## src/ipq_pkg.sv

```systemverilog
// Shared types and constants for the instruction prefetch queue.
// Used by every module of the block; it depends on nothing else.
package ipq_pkg;

	// Command codes carried in the command field of a transaction.
	localparam logic [2:0] CMD_STATUS     = 3'd0;
	localparam logic [2:0] CMD_PUSH_BYTE  = 3'd1;
	localparam logic [2:0] CMD_PUSH_WORD  = 3'd2;
	localparam logic [2:0] CMD_POP        = 3'd3;
	localparam logic [2:0] CMD_PRELOAD    = 3'd4;
	localparam logic [2:0] CMD_TAKE       = 3'd5;
	localparam logic [2:0] CMD_FLUSH      = 3'd6;

	// Delay kinds reported after a push or a pop.
	localparam logic [1:0] DLY_NONE  = 2'd0;
	localparam logic [1:0] DLY_WRITE = 2'd1;
	localparam logic [1:0] DLY_READ  = 2'd2;

	// Error codes.
	localparam logic [1:0] ERR_OK            = 2'd0;
	localparam logic [1:0] ERR_OVERRUN       = 2'd1;
	localparam logic [1:0] ERR_UNDERRUN      = 2'd2;
	localparam logic [1:0] ERR_EMPTY_PRELOAD = 2'd3;

	// Fill level at which a push or pop starts a bus delay.
	localparam logic [2:0] DELAY_LEVEL = 3'd3;
	// Value returned by a pop from an empty queue.
	localparam logic [7:0] UNDERRUN_BYTE = 8'hff;
	// Queue size after reset (full-width bus part).
	localparam logic [2:0] SIZE_RESET = 3'd6;

	typedef struct packed {
		logic [2:0]  command;
		logic [15:0] data_word;
	} cmd_t;

	typedef struct packed {
		logic [7:0] popped_byte;
		logic       preload_valid;
		logic [7:0] preload_byte;
		logic [2:0] fill_count;
		logic       has_room;
		logic [1:0] delay_kind;
		logic [1:0] error_code;
	} rsp_t;

endpackage

```

## src/ipq_core.sv

```systemverilog
// Queue state of the prefetch queue: byte ring, pointers, count, preload latch, delay.
// Computes one command's result and next state combinationally. Depends on ipq_pkg.
module ipq_core #(
	parameter int MAX_DEPTH = 6
) (
	input  logic          clk,
	input  logic          arst_n,
	input  logic          go,
	input  ipq_pkg::cmd_t item,
	input  logic [2:0]    queue_size,
	output ipq_pkg::rsp_t result
);

	localparam int         PTR_W = (MAX_DEPTH > 1) ? $clog2(MAX_DEPTH) : 1;
	localparam logic [4:0] MAX_D = 5'(MAX_DEPTH);

	logic [7:0]       ring_q [MAX_DEPTH];
	logic [PTR_W-1:0] rp_q, wp_q, rp_d, wp_d;
	logic [2:0]       cnt_q, cnt_d;
	logic [7:0]       latch_q, latch_d;
	logic             full_q, full_d;
	logic [1:0]       dly_q, dly_d;

	logic             we0, we1, clr;
	logic [PTR_W-1:0] wa0, wa1;
	logic [7:0]       wd0, wd1;
	logic [7:0]       popped;
	logic [1:0]       err;
	logic [2:0]       eff;
	logic [2:0]       cnt_inc1, cnt_inc2, cnt_dec;

	// Pointers step by one and wrap at the usable size.
	function automatic logic [PTR_W-1:0] adv(input logic [PTR_W-1:0] p,
		input logic [2:0] size);
		logic [4:0] n;
		n = 5'(p) + 5'd1;
		if (n >= {2'b00, size} || n >= MAX_D)
			return '0;
		return n[PTR_W-1:0];
	endfunction

	assign eff      = ({2'b00, queue_size} > MAX_D) ? MAX_D[2:0] : queue_size;
	assign cnt_inc1 = cnt_q + 3'd1;
	assign cnt_inc2 = cnt_q + 3'd2;
	assign cnt_dec  = cnt_q - 3'd1;

	always_comb begin
		rp_d    = rp_q;
		wp_d    = wp_q;
		cnt_d   = cnt_q;
		latch_d = latch_q;
		full_d  = full_q;
		dly_d   = dly_q;
		we0     = 1'b0;
		we1     = 1'b0;
		clr     = 1'b0;
		wa0     = wp_q;
		wa1     = adv(wp_q, eff);
		wd0     = item.data_word[7:0];
		wd1     = item.data_word[15:8];
		popped  = 8'd0;
		err     = ipq_pkg::ERR_OK;
		unique case (item.command)
			ipq_pkg::CMD_PUSH_BYTE: begin
				if (cnt_q < eff) begin
					we0   = 1'b1;
					wp_d  = adv(wp_q, eff);
					cnt_d = cnt_inc1;
					dly_d = (cnt_inc1 == ipq_pkg::DELAY_LEVEL) ?
						ipq_pkg::DLY_WRITE : ipq_pkg::DLY_NONE;
				end else begin
					err = ipq_pkg::ERR_OVERRUN;
				end
			end
			ipq_pkg::CMD_PUSH_WORD: begin
				if (cnt_q < eff) begin
					// The low byte goes in even when the high byte overruns.
					we0   = 1'b1;
					wp_d  = adv(wp_q, eff);
					cnt_d = cnt_inc1;
					dly_d = (cnt_inc1 == ipq_pkg::DELAY_LEVEL) ?
						ipq_pkg::DLY_WRITE : ipq_pkg::DLY_NONE;
					if (cnt_inc1 < eff) begin
						we1   = 1'b1;
						wp_d  = adv(wa1, eff);
						cnt_d = cnt_inc2;
						dly_d = (cnt_inc2 == ipq_pkg::DELAY_LEVEL) ?
							ipq_pkg::DLY_WRITE : ipq_pkg::DLY_NONE;
					end else begin
						err = ipq_pkg::ERR_OVERRUN;
					end
				end else begin
					err = ipq_pkg::ERR_OVERRUN;
				end
			end
			ipq_pkg::CMD_POP: begin
				if (cnt_q != 3'd0) begin
					popped = ring_q[rp_q];
					rp_d   = adv(rp_q, eff);
					cnt_d  = cnt_dec;
					dly_d  = (cnt_dec >= ipq_pkg::DELAY_LEVEL) ?
						ipq_pkg::DLY_READ : ipq_pkg::DLY_NONE;
				end else begin
					popped = ipq_pkg::UNDERRUN_BYTE;
					err    = ipq_pkg::ERR_UNDERRUN;
				end
			end
			ipq_pkg::CMD_PRELOAD: begin
				if (cnt_q != 3'd0) begin
					latch_d = ring_q[rp_q];
					full_d  = 1'b1;
					rp_d    = adv(rp_q, eff);
					cnt_d   = cnt_dec;
					dly_d   = (cnt_dec >= ipq_pkg::DELAY_LEVEL) ?
						ipq_pkg::DLY_READ : ipq_pkg::DLY_NONE;
				end else begin
					err = ipq_pkg::ERR_EMPTY_PRELOAD;
				end
			end
			ipq_pkg::CMD_TAKE: begin
				latch_d = 8'd0;
				full_d  = 1'b0;
			end
			ipq_pkg::CMD_FLUSH: begin
				clr     = 1'b1;
				rp_d    = '0;
				wp_d    = '0;
				cnt_d   = 3'd0;
				latch_d = 8'd0;
				full_d  = 1'b0;
				dly_d   = ipq_pkg::DLY_NONE;
			end
			default: begin
			end
		endcase
	end

	always_comb begin
		result.popped_byte = popped;
		// A take reports the latch as it was before clearing it.
		if (item.command == ipq_pkg::CMD_TAKE) begin
			result.preload_valid = full_q;
			result.preload_byte  = latch_q;
		end else begin
			result.preload_valid = full_d;
			result.preload_byte  = latch_d;
		end
		result.fill_count = cnt_d;
		result.has_room   = (cnt_d != eff);
		result.delay_kind = dly_d;
		result.error_code = err;
	end

	always_ff @(posedge clk or negedge arst_n) begin
		if (!arst_n) begin
			rp_q    <= '0;
			wp_q    <= '0;
			cnt_q   <= 3'd0;
			latch_q <= 8'd0;
			full_q  <= 1'b0;
			dly_q   <= ipq_pkg::DLY_NONE;
		end else if (go) begin
			rp_q    <= rp_d;
			wp_q    <= wp_d;
			cnt_q   <= cnt_d;
			latch_q <= latch_d;
			full_q  <= full_d;
			dly_q   <= dly_d;
		end
	end

	// The ring itself has no reset; a flush zeroes every entry.
	always_ff @(posedge clk) begin
		if (go) begin
			if (clr) begin
				for (int i = 0; i < MAX_DEPTH; i++)
					ring_q[i] <= 8'd0;
			end else begin
				if (we0)
					ring_q[wa0] <= wd0;
				if (we1)
					ring_q[wa1] <= wd1;
			end
		end
	end

endmodule

```

## src/instruction_prefetch_queue.sv

```systemverilog
// Instruction prefetch queue, top level: input register, queue core, result register.
// A command accepted into the input register has its result computed by the queue core and
// loaded into the result register, where it is held while the result side stalls.
// Throughput: one command per cycle unless results stall; the queue core is combinational.
// Reset (arst_n low) empties the queue, clears the preload latch and delay, sets size 6.
// Depends on ipq_pkg and ipq_core.
module instruction_prefetch_queue #(
	parameter int MAX_DEPTH = 6
) (
	input  logic          clk,
	input  logic          arst_n,
	input  logic          cmd_valid,
	output logic          cmd_stall,
	input  ipq_pkg::cmd_t cmd,
	output logic          rsp_valid,
	input  logic          rsp_stall,
	output ipq_pkg::rsp_t rsp,
	input  logic          cfg_we,
	input  logic [2:0]    cfg_wdata
);

	// Stage 1 holds an accepted command transaction; stage 2 is the result register.
	logic          valid_s1;
	ipq_pkg::cmd_t cmd_s1;
	logic          valid_s2;
	ipq_pkg::rsp_t rsp_s2;
	logic [2:0]    queue_size_q;

	ipq_pkg::rsp_t core_rsp;
	logic          out_free;
	logic          go;

	// The result register can load when it is empty or being taken this cycle.
	assign out_free  = !valid_s2 || !rsp_stall;
	// The queue state advances exactly when a command moves into the result register,
	// so commands update the queue strictly in the order they were accepted.
	assign go        = valid_s1 && out_free;
	assign cmd_stall = valid_s1 && !out_free;

	always_ff @(posedge clk or negedge arst_n) begin
		if (!arst_n) begin
			valid_s1 <= 1'b0;
		end else if (!cmd_stall) begin
			valid_s1 <= cmd_valid;
		end
	end

	always_ff @(posedge clk) begin
		if (cmd_valid && !cmd_stall)
			cmd_s1 <= cmd;
	end

	// The user writes the size register only while no command is in flight; not enforced.
	always_ff @(posedge clk or negedge arst_n) begin
		if (!arst_n) begin
			queue_size_q <= ipq_pkg::SIZE_RESET;
		end else if (cfg_we) begin
			queue_size_q <= cfg_wdata;
		end
	end

	ipq_core #(
		.MAX_DEPTH(MAX_DEPTH)
	) u_core (
		.clk       (clk),
		.arst_n    (arst_n),
		.go        (go),
		.item      (cmd_s1),
		.queue_size(queue_size_q),
		.result    (core_rsp)
	);

	always_ff @(posedge clk or negedge arst_n) begin
		if (!arst_n) begin
			valid_s2 <= 1'b0;
		end else if (out_free) begin
			valid_s2 <= valid_s1;
		end
	end

	always_ff @(posedge clk) begin
		if (go)
			rsp_s2 <= core_rsp;
	end

	assign rsp_valid = valid_s2;
	assign rsp       = rsp_s2;

endmodule

```

## config.mk

```make
export PLATFORM = sky130hd
export DESIGN_NAME = instruction_prefetch_queue
export DESIGN_NICKNAME = d
export VERILOG_FILES = /design/src/ipq_pkg.sv /design/src/ipq_core.sv /design/src/instruction_prefetch_queue.sv
export SDC_FILE = /design/constraint.sdc
export NUM_CORES = 1
export LEC_CHECK = 0
export BUFFER_PORTS_ARGS = -buffer_cell sky130_fd_sc_hd__buf_2
export CORE_ASPECT_RATIO = 0.9
export CORE_MARGIN = 1.5
export CORE_UTILIZATION = 60
export CTS_CLUSTER_DIAMETER = 40
export DETAILED_ROUTE_END_ITERATION = 16
export GPL_ROUTABILITY_DRIVEN = 1
export MAX_ROUTING_LAYER = met4
export PLACE_DENSITY = 0.8
export SETUP_SLACK_MARGIN = 0.5
export SKIP_LAST_GASP = 1
export SLEW_MARGIN = 20
export SYNTH_ARGS = -nofsm -noshare
export SYNTH_HDL_FRONTEND = slang
export SYNTH_SLANG_ARGS = --single-unit
```

## constraint.sdc

```tcl
create_clock -name clk -period 8.95 [get_ports clk]
set_clock_uncertainty 0.05 [all_clocks]
set_input_delay 0.895 -clock clk [delete_from_list [all_inputs] [get_ports clk]]
set_output_delay 0.895 -clock clk [all_outputs]
set_load 0.01 [all_outputs]
```

==> flow_metrics.tcl, run 1 <==
set metrics [dict create \
    cp.depth 18 \
    synth_ff_type "edfxtp_1" \
    cts_htree_levels 4 \
    relSlewSlack_pct 31.9 \
    yosys-top-cells-area "edfxtp_1 (47%), dfrtp_1 (8.3%), mux4_2 (5.2%)" \
    grt_usage_pct 28.5 \
    crit_family "compound AO/OA/AOI/OAI gates" \
    drc 0 \
    status "complete, no violations" \
    cts_tree "built" \
    place_area_um2 7290 \
    holdBufCountCts 0 \
    cp-start-kind "flip-flop" \
    area_growth_pct 14.3 \
    dp.cells 793 \
    layout_setup_ws_ns 4.78 \
    io_buffers 53 \
    worst_slew_pin_slew_ns 1.02 \
    cp.required_ns 9.26 \
    crit_fanout 9 \
    crit_arrival_ns 4.48 \
    rows 37 \
    antenna_left 0 \
    synth_area_leader_cell "edfxtp_1" \
    grt_max_degree 32 \
    powerDensity_nw_per_um2 301 \
    num-fill-cells 776 \
    design_area_um2 7950 \
    die_w_um 116 \
    finalCritPeriodShare_pct 46.6 \
    multi_input_area_um2 2800 \
    nNetsFinal 708 \
    synth.avg_cell_area_um2 11.4 \
    netlist.area_leader.share_pct 46.6 \
    path_cells "inv_1 -> ha_1 -> inv_1 -> ha_1 -> a21o_1 -> a221o_1 -> nand2b_1 -> nand2b_1 -> inv_1 -> ha_1 -> xnor2_1 -> ha_1 -> a21oi_1 -> nand3_1 -> mux2i_1 -> a21oi_1 -> a211oi_1 -> a21o_1" \
    timing.final.crit_period_ns 4.17 \
    cp-end-kind "flip-flop" \
    place_ws_ns 4.89 \
    clk_pin_slew_worst_paths_ns 0.06 \
    seqCellArea_um2 3870 \
    cts_resized 0 \
    cap_viol_max_count 0 \
    timing.rr.end "u_core.wa0[0]$_DFFE_PN0P_" \
    core_area_um2 11300 \
    yosysWarningCount 0 \
    worstHoldPathType "in -> async" \
    drive_gt1_share_pct 18.1 \
    critPathKind "reg -> reg" \
    cts_made_buffers 17 \
    clkLatencyLatePin_ns 0.42 \
    startpoint "u_core.wa0[1]$_DFFE_PN0P_" \
    ys_async_sr_fraction_pct 18.8 \
    reg2reg_slack_ns 4.78 \
    grt_pass1_vias 4889 \
    synth_cells 610 \
    yosysUniqueCellTypes 67 \
    cts_num_sinks 133 \
    seq_area_frac_synth_pct 55.7 \
    synth_nets 662 \
    slew_viol_final 0 \
    drt_iter0_drc 526 \
    first_pass_iters 7 \
    synth_seq_cells 133 \
    die_h_um 105 \
    cts_buffer_depth 2 \
    slowest_stage "dfrtp_1" \
    fin_cells 825 \
    totalWireLength_mm 15.6 \
    grt.overflow.total 0 \
    rr_worst_depth 18 \
    n_antenna_cell 0 \
    crit_path_end "u_core.wa0[0]$_DFFE_PN0P_" \
    max_clock_freq_mhz 240 \
    dieArea_um2 12200 \
    leakage_nw 3.22 \
    cts_root_buf "clkbuf_16" \
    grt_first_pass_wirelength_mm 25.1 \
    setup_viol 0 \
    hold_violations 0 \
    wl_per_cell_um 19.0 \
    syn_area_um2 6960 \
    gpl.final_weighted_congestion 0.943 \
    fin_setup_tns_ns 0 \
    synth_edf_count 108 \
    start_util_pct 61.3 \
    peakVddDrop_mv 0.222 \
    max_stage_delay_ns 0.50 \
    rsz0062_at_grt "false" \
    path_buf_inv 3 \
    post-cts-setup-buffer-count 0 \
    vias 5052 \
    crit_top_cell "ha_1" \
    via_per_inst 6.12 \
    reg2reg_from "u_core.wa0[1]$_DFFE_PN0P_" \
    dp_hpwl_mm 11.0 \
    ios 54 \
    antenna_found_initial 0 \
]
how the worst min path moves through the flow:
stage	startpoint	end	slack, ns
floorplan	u_core.dly_q[1]$_DFFE_PN0P_	u_core.dly_q[1]$_DFFE_PN0P_	0.40
global placement	u_core.dly_q[1]$_DFFE_PN0P_	u_core.dly_q[1]$_DFFE_PN0P_	0.41
detailed placement	u_core.dly_q[1]$_DFFE_PN0P_	u_core.dly_q[1]$_DFFE_PN0P_	0.42
CTS	u_core.dly_q[1]$_DFFE_PN0P_	u_core.dly_q[1]$_DFFE_PN0P_	0.44
global route	arst_n	u_core.wa0[0]$_DFFE_PN0P_	0.47
finish	arst_n	rsp_valid$_DFFE_PN0N_	0.44
worst reg2reg max path: cells and delay by family (launching register included):
| family | cells | cell delay [ns] |
|---|---|---|
| simple gates | 3 | 0.51 |
| mux | 1 | 0.16 |
| xor+xnor | 1 | 0.19 |
| fa+ha+maj | 4 | 1.09 |
| flops | 1 | 0.50 |
| buf+inv | 3 | 0.36 |
| compound gates | 6 | 1.25 |
per-layer routing:
layer | global-route usage [%] | vias to the layer above | share of wire (%) | wire length (um)
met5 | - | - | 0 | 0
met4 | 9.15 | 0 | 1.5 | 231
met3 | 6.67 | 25 | 8.5 | 1320
met2 | 42.6 | 248 | 48 | 7430
met1 | 38.8 | 2424 | 43 | 6650
li1 | - | 2355 | - | -
per-stage QoR:
stage | hold slack [ns] | total power, mW | utilization, %
6_report | 0.438 | 2.39 | 70.1
3_5_place_dp | 0.420 | 1.61 | 64.3
2_1_floorplan | 0.396 | 1.43 | -
4_1_cts | 0.440 | 2.38 | 70.1
5_1_grt | 0.471 | 2.52 | 70.1
3_3_place_gp | 0.412 | 1.58 | 64.3
cell usage in the layout, fill, tap and decap left out, drive strengths merged, types with 3 or more instances in the layout:
| cell type | count |
|---|---|
| or3 | 6 |
| o31ai | 10 |
| a21oi | 25 |
| ha | 25 |
| a21o | 6 |
| a211oi | 10 |
| nor3 | 7 |
| xor2 | 3 |
| clkbuf | 18 |
| nand3 | 10 |
| and2 | 3 |
| a31oi | 3 |
| mux4 | 16 |
| edfxtp | 108 |
| bufinv | 5 |
| a21boi | 5 |
| nand4b | 3 |
| a22o | 24 |
| nand2 | 93 |
| nor3b | 3 |
| o21ai | 53 |
| nor2 | 42 |
| xnor2 | 3 |
| inv | 42 |
| o22ai | 4 |
| clkinv | 4 |
| nand2b | 12 |
| buf | 55 |
| dfrtp | 23 |
| nor2b | 12 |
final cells by class:
type                       instances  share of cell area (%)
tap                              156                    2.46
clock buffer                      18                    5.40
timing repair buffer              55                    3.53
clock inverter                    14                    2.82
inverter                          38                    1.79
sequential                       133                    48.7
multi-input combinational        411                    35.3
flip-flops by register name, summed over array words and instances (netlist names):
signal and cells:
u_core.ring_q 64, rsp 25, cmd_s1 19, u_core.latch_q 8, queue_size_q 3, u_core.cnt_q 3
u_core.rp_q 3, u_core.wa0 3, u_core.dly_q 2, rsp_valid 1, u_core.full_q 1, valid_s1 1
synth_stat cells, drive strengths merged (3+ instances only):
| cell type | count |
|---|---|
| o31ai | 10 |
| a22o | 24 |
| a21oi | 25 |
| ha | 25 |
| a21boi | 5 |
| clkbuf | 17 |
| nor3b | 3 |
| o21ai | 53 |
| a211oi | 10 |
| nor3 | 7 |
| nand2 | 93 |
| o22ai | 4 |
| nand2b | 12 |
| nand3 | 10 |
| a31oi | 3 |
| xor2 | 3 |
| mux4 | 16 |
| nor2 | 42 |
| buf | 11 |
| inv | 38 |
| edfxtp | 108 |
| and2 | 3 |
| nor2b | 12 |
| nand4b | 3 |
| a21o | 6 |
| or3 | 6 |
| xnor2 | 3 |
| dfrtp | 23 |
power breakdown:
part	switching [mW]	total (mW)	internal, mW
combinational	0.423	0.732	0.309
clock	0.271	0.769	0.498
sequential	0.121	0.889	0.767
kinds of logic after synthesis:
group | share of synthesized area, %
simple gates | 14.1
compound gates | 15.2
flops | 55.7
buf+inv | 4.03
fa+ha+maj | 4.50
mux | 5.79
xor+xnor | 0.756
(Power assumes the default switching activity.)
==> run 2, diff against run 1 <==
Settings changed: ABC_AREA set to 1.
Clock period 8.95 ns to 4.2 ns, I/O delays scaled along.
==> flow_metrics.tcl, run 2 <==
set metrics [dict create \
    cts_root_buf "clkbuf_16" \
    synth.avg_cell_area_um2 9.40 \
    grt_pass1_vias 5433 \
    core_area_um2 11500 \
    gpl.final_weighted_congestion 0.956 \
    fin_setup_tns_ns 0 \
    cap_viol_max_count 0 \
    synth_cells 763 \
    yosysUniqueCellTypes 42 \
    ys_async_sr_fraction_pct 18.8 \
    clk_pin_slew_worst_paths_ns 0.06 \
    crit_family "adder cells" \
    dp_hpwl_mm 11.7 \
    grt_first_pass_wirelength_mm 27.0 \
    vias 5721 \
    drive_gt1_share_pct 18.8 \
    fin_cells 993 \
    whs_ns 0.110 \
    cts_made_buffers 17 \
    ios 54 \
    largest_reg_flops 64 \
    crit_fanout 6 \
    mostFrequentLayoutCells "nand2_1 (151), edfxtp_1 (108), nand3_1 (97)" \
    netlist.area_leader.share_pct 45.2 \
    io_buffers 53 \
    cts_buffer_depth 2 \
    rows 37 \
    worst_slew_pin_slew_ns 1.03 \
    antenna_found_initial 0 \
    crit_arrival_ns 3.74 \
    rsz0062_at_grt "false" \
    dieArea_um2 12600 \
    totalWireLength_mm 16.6 \
    via_per_inst 5.76 \
    synth_area_leader_cell "edfxtp_1" \
    path_cells "ha_1 -> inv_1 -> nand2_1 -> and2_2 -> ha_1 -> a21boi_0 -> nor2_2 -> nand3_2 -> inv_4 -> ha_2 -> inv_1 -> nand2_1 -> nand2_1 -> ha_1 -> nand2_1 -> a21oi_1 -> a211oi_2 -> nand2_1 -> o21ai_1 -> nand2_1 -> o21ai_0" \
    grt_max_degree 44 \
    final_common_cell "nand2_1" \
    synth_edf_count 108 \
    max_stage_delay_ns 0.44 \
    status "complete, no violations" \
    relSlewSlack_pct 30.5 \
    worstHoldPathType "in -> reg" \
    area_growth_pct 15.3 \
    start_util_pct 62.2 \
    timing.final.crit_period_ns 3.44 \
    peakVddDrop_mv 0.375 \
    postLayoutCoreUtil_pct 71.7 \
    cts_tree "built" \
    setup_viol 0 \
    crit_top_cell "nand2_1" \
    drt_iter0_drc 692 \
    powerDensity_nw_per_um2 666 \
    path_buf_inv 3 \
    slew_viol_final 0 \
    nNetsFinal 876 \
    max_clock_freq_mhz 290 \
    cts_num_sinks 133 \
    die_w_um 118 \
    dp.cells 956 \
    cp-start-kind "flip-flop" \
    cp.required_ns 4.49 \
    synth_ff_type "edfxtp_1" \
    antenna_left 0 \
    wl_per_cell_um 16.7 \
    critPathKind "reg -> reg" \
    synth_seq_cells 133 \
    cts_htree_levels 4 \
    synth_nets 815 \
    first_pass_iters 6 \
    hold_violations 0 \
    seq_area_frac_synth_pct 54.0 \
    clkLatencyLatePin_ns 0.43 \
    yosysWarningCount 0 \
    leakage_nw 3.68 \
    p_total_mw 5.50 \
    drc 0 \
    n_antenna_cell 0 \
    die_h_um 107 \
    grt.overflow.total 0 \
    slowest_stage "dfrtp_2" \
    syn_area_um2 7170 \
    yosys-top-cells-area "edfxtp_1 (45%), dfrtp_1 (8.0%), nand2_1 (8.0%)" \
    largest-register "u_core.ring_q" \
    cp-end-kind "flip-flop" \
    grt_usage_pct 28.8 \
    finalCritPeriodShare_pct 82.0 \
    yosysMostFrequentCell "nand2_1" \
    ys_top_cells_by_count "nand2_1 (152), edfxtp_1 (108), inv_1 (99), nand3_1 (97), nor2_1 (38)" \
]
[run 2: worst register-to-register path: stages (launching register included)]
cell      delay (ns)
dfrtp_2         0.44
ha_1            0.22
inv_1           0.06
nand2_1         0.06
and2_2          0.20
ha_1            0.28
a21boi_0        0.14
nor2_2          0.20
nand3_2         0.15
inv_4           0.11
ha_2            0.20
inv_1           0.06
nand2_1         0.06
nand2_1         0.08
ha_1            0.33
nand2_1         0.07
a21oi_1         0.04
a211oi_2        0.26
nand2_1         0.10
o21ai_1         0.12
nand2_1         0.07
o21ai_0         0.07
[run 2: power by group]
group          total (mW)  switching (mW)  internal [mW]  leakage (nW)
clock network        1.67           0.565           1.11         0.318
registers            1.81           0.160           1.65          1.32
logic                2.02            1.36          0.665          2.04
total                5.50            2.08           3.42          3.68
[run 2: worst paths after layout]
check | depth (start not counted) | end | startpoint | slack [ns]
hold / removal | 1 | cmd_s1[10]$_DFFE_PP_ | cmd[10] | 0.11
setup reg to reg | 21 | u_core.wa0[0]$_DFFE_PN0P_ | u_core.wa0[0]$_DFFE_PN0P_ | 0.76
setup / recovery | 21 | u_core.wa0[0]$_DFFE_PN0P_ | u_core.wa0[0]$_DFFE_PN0P_ | 0.76
max in group asynchronous | 2 | u_core.wa0[1]$_DFFE_PN0P_ | arst_n | 3.14
min in group asynchronous | 2 | u_core.latch_q[3]$_DFFE_PN0P_ | arst_n | 0.50
hold reg to reg | 2 | rsp_valid$_DFFE_PN0N_ | valid_s1$_DFFE_PN0N_ | 0.46
[run 2: routing by layer]
metal,GRT usage [%],part of all wire (%),wire (um),up-vias
met3,6.49,7.5,1250,20
li1,-,-,-,2741
met4,10.6,1.4,237,0
met5,-,0,0,-
met1,37.3,44,7280,2692
met2,45.0,47,7790,268
[run 2: cell type report]
cell class | instances | area (um2)
fillers | 832 | 3260
well taps | 156 | 195
repair buffers | 65 | 358
clock inverters | 15 | 235
inverters | 108 | 409
flip-flops and latches | 133 | 3870
multi-input cells | 499 | 2770
clock buffers | 17 | 425
[run 2: logic make-up after synthesis]
group / Yosys count / synth area share, %
AND/OR/NAND/NOR: 323 / 21.1
XOR/XNOR: 3 / 0.366
flip-flops: 133 / 54.0
buffers and inverters: 131 / 7.62
AO/OA/AOI/OAI: 148 / 12.6
adder cells (fa/ha/maj): 25 / 4.36
[run 2: what timing repair did]
item	4_1_cts	5_1_grt
hold buffers	1	0
setup endpoints to repair	3	3
buffers inserted	0	4
gates resized for setup	2	9
hold endpoints to repair	23	0
pin swaps	0	3
[run 2: through the flow]
step / worst slack, ns / cell area (um2)
after floorplan: 0.964 / 7170
after global placement: 0.481 / 7550
after detailed placement: 0.418 / 7550
after CTS: 0.533 / 8220
after global routing: 0.464 / 8270
final: 0.755 / 8270
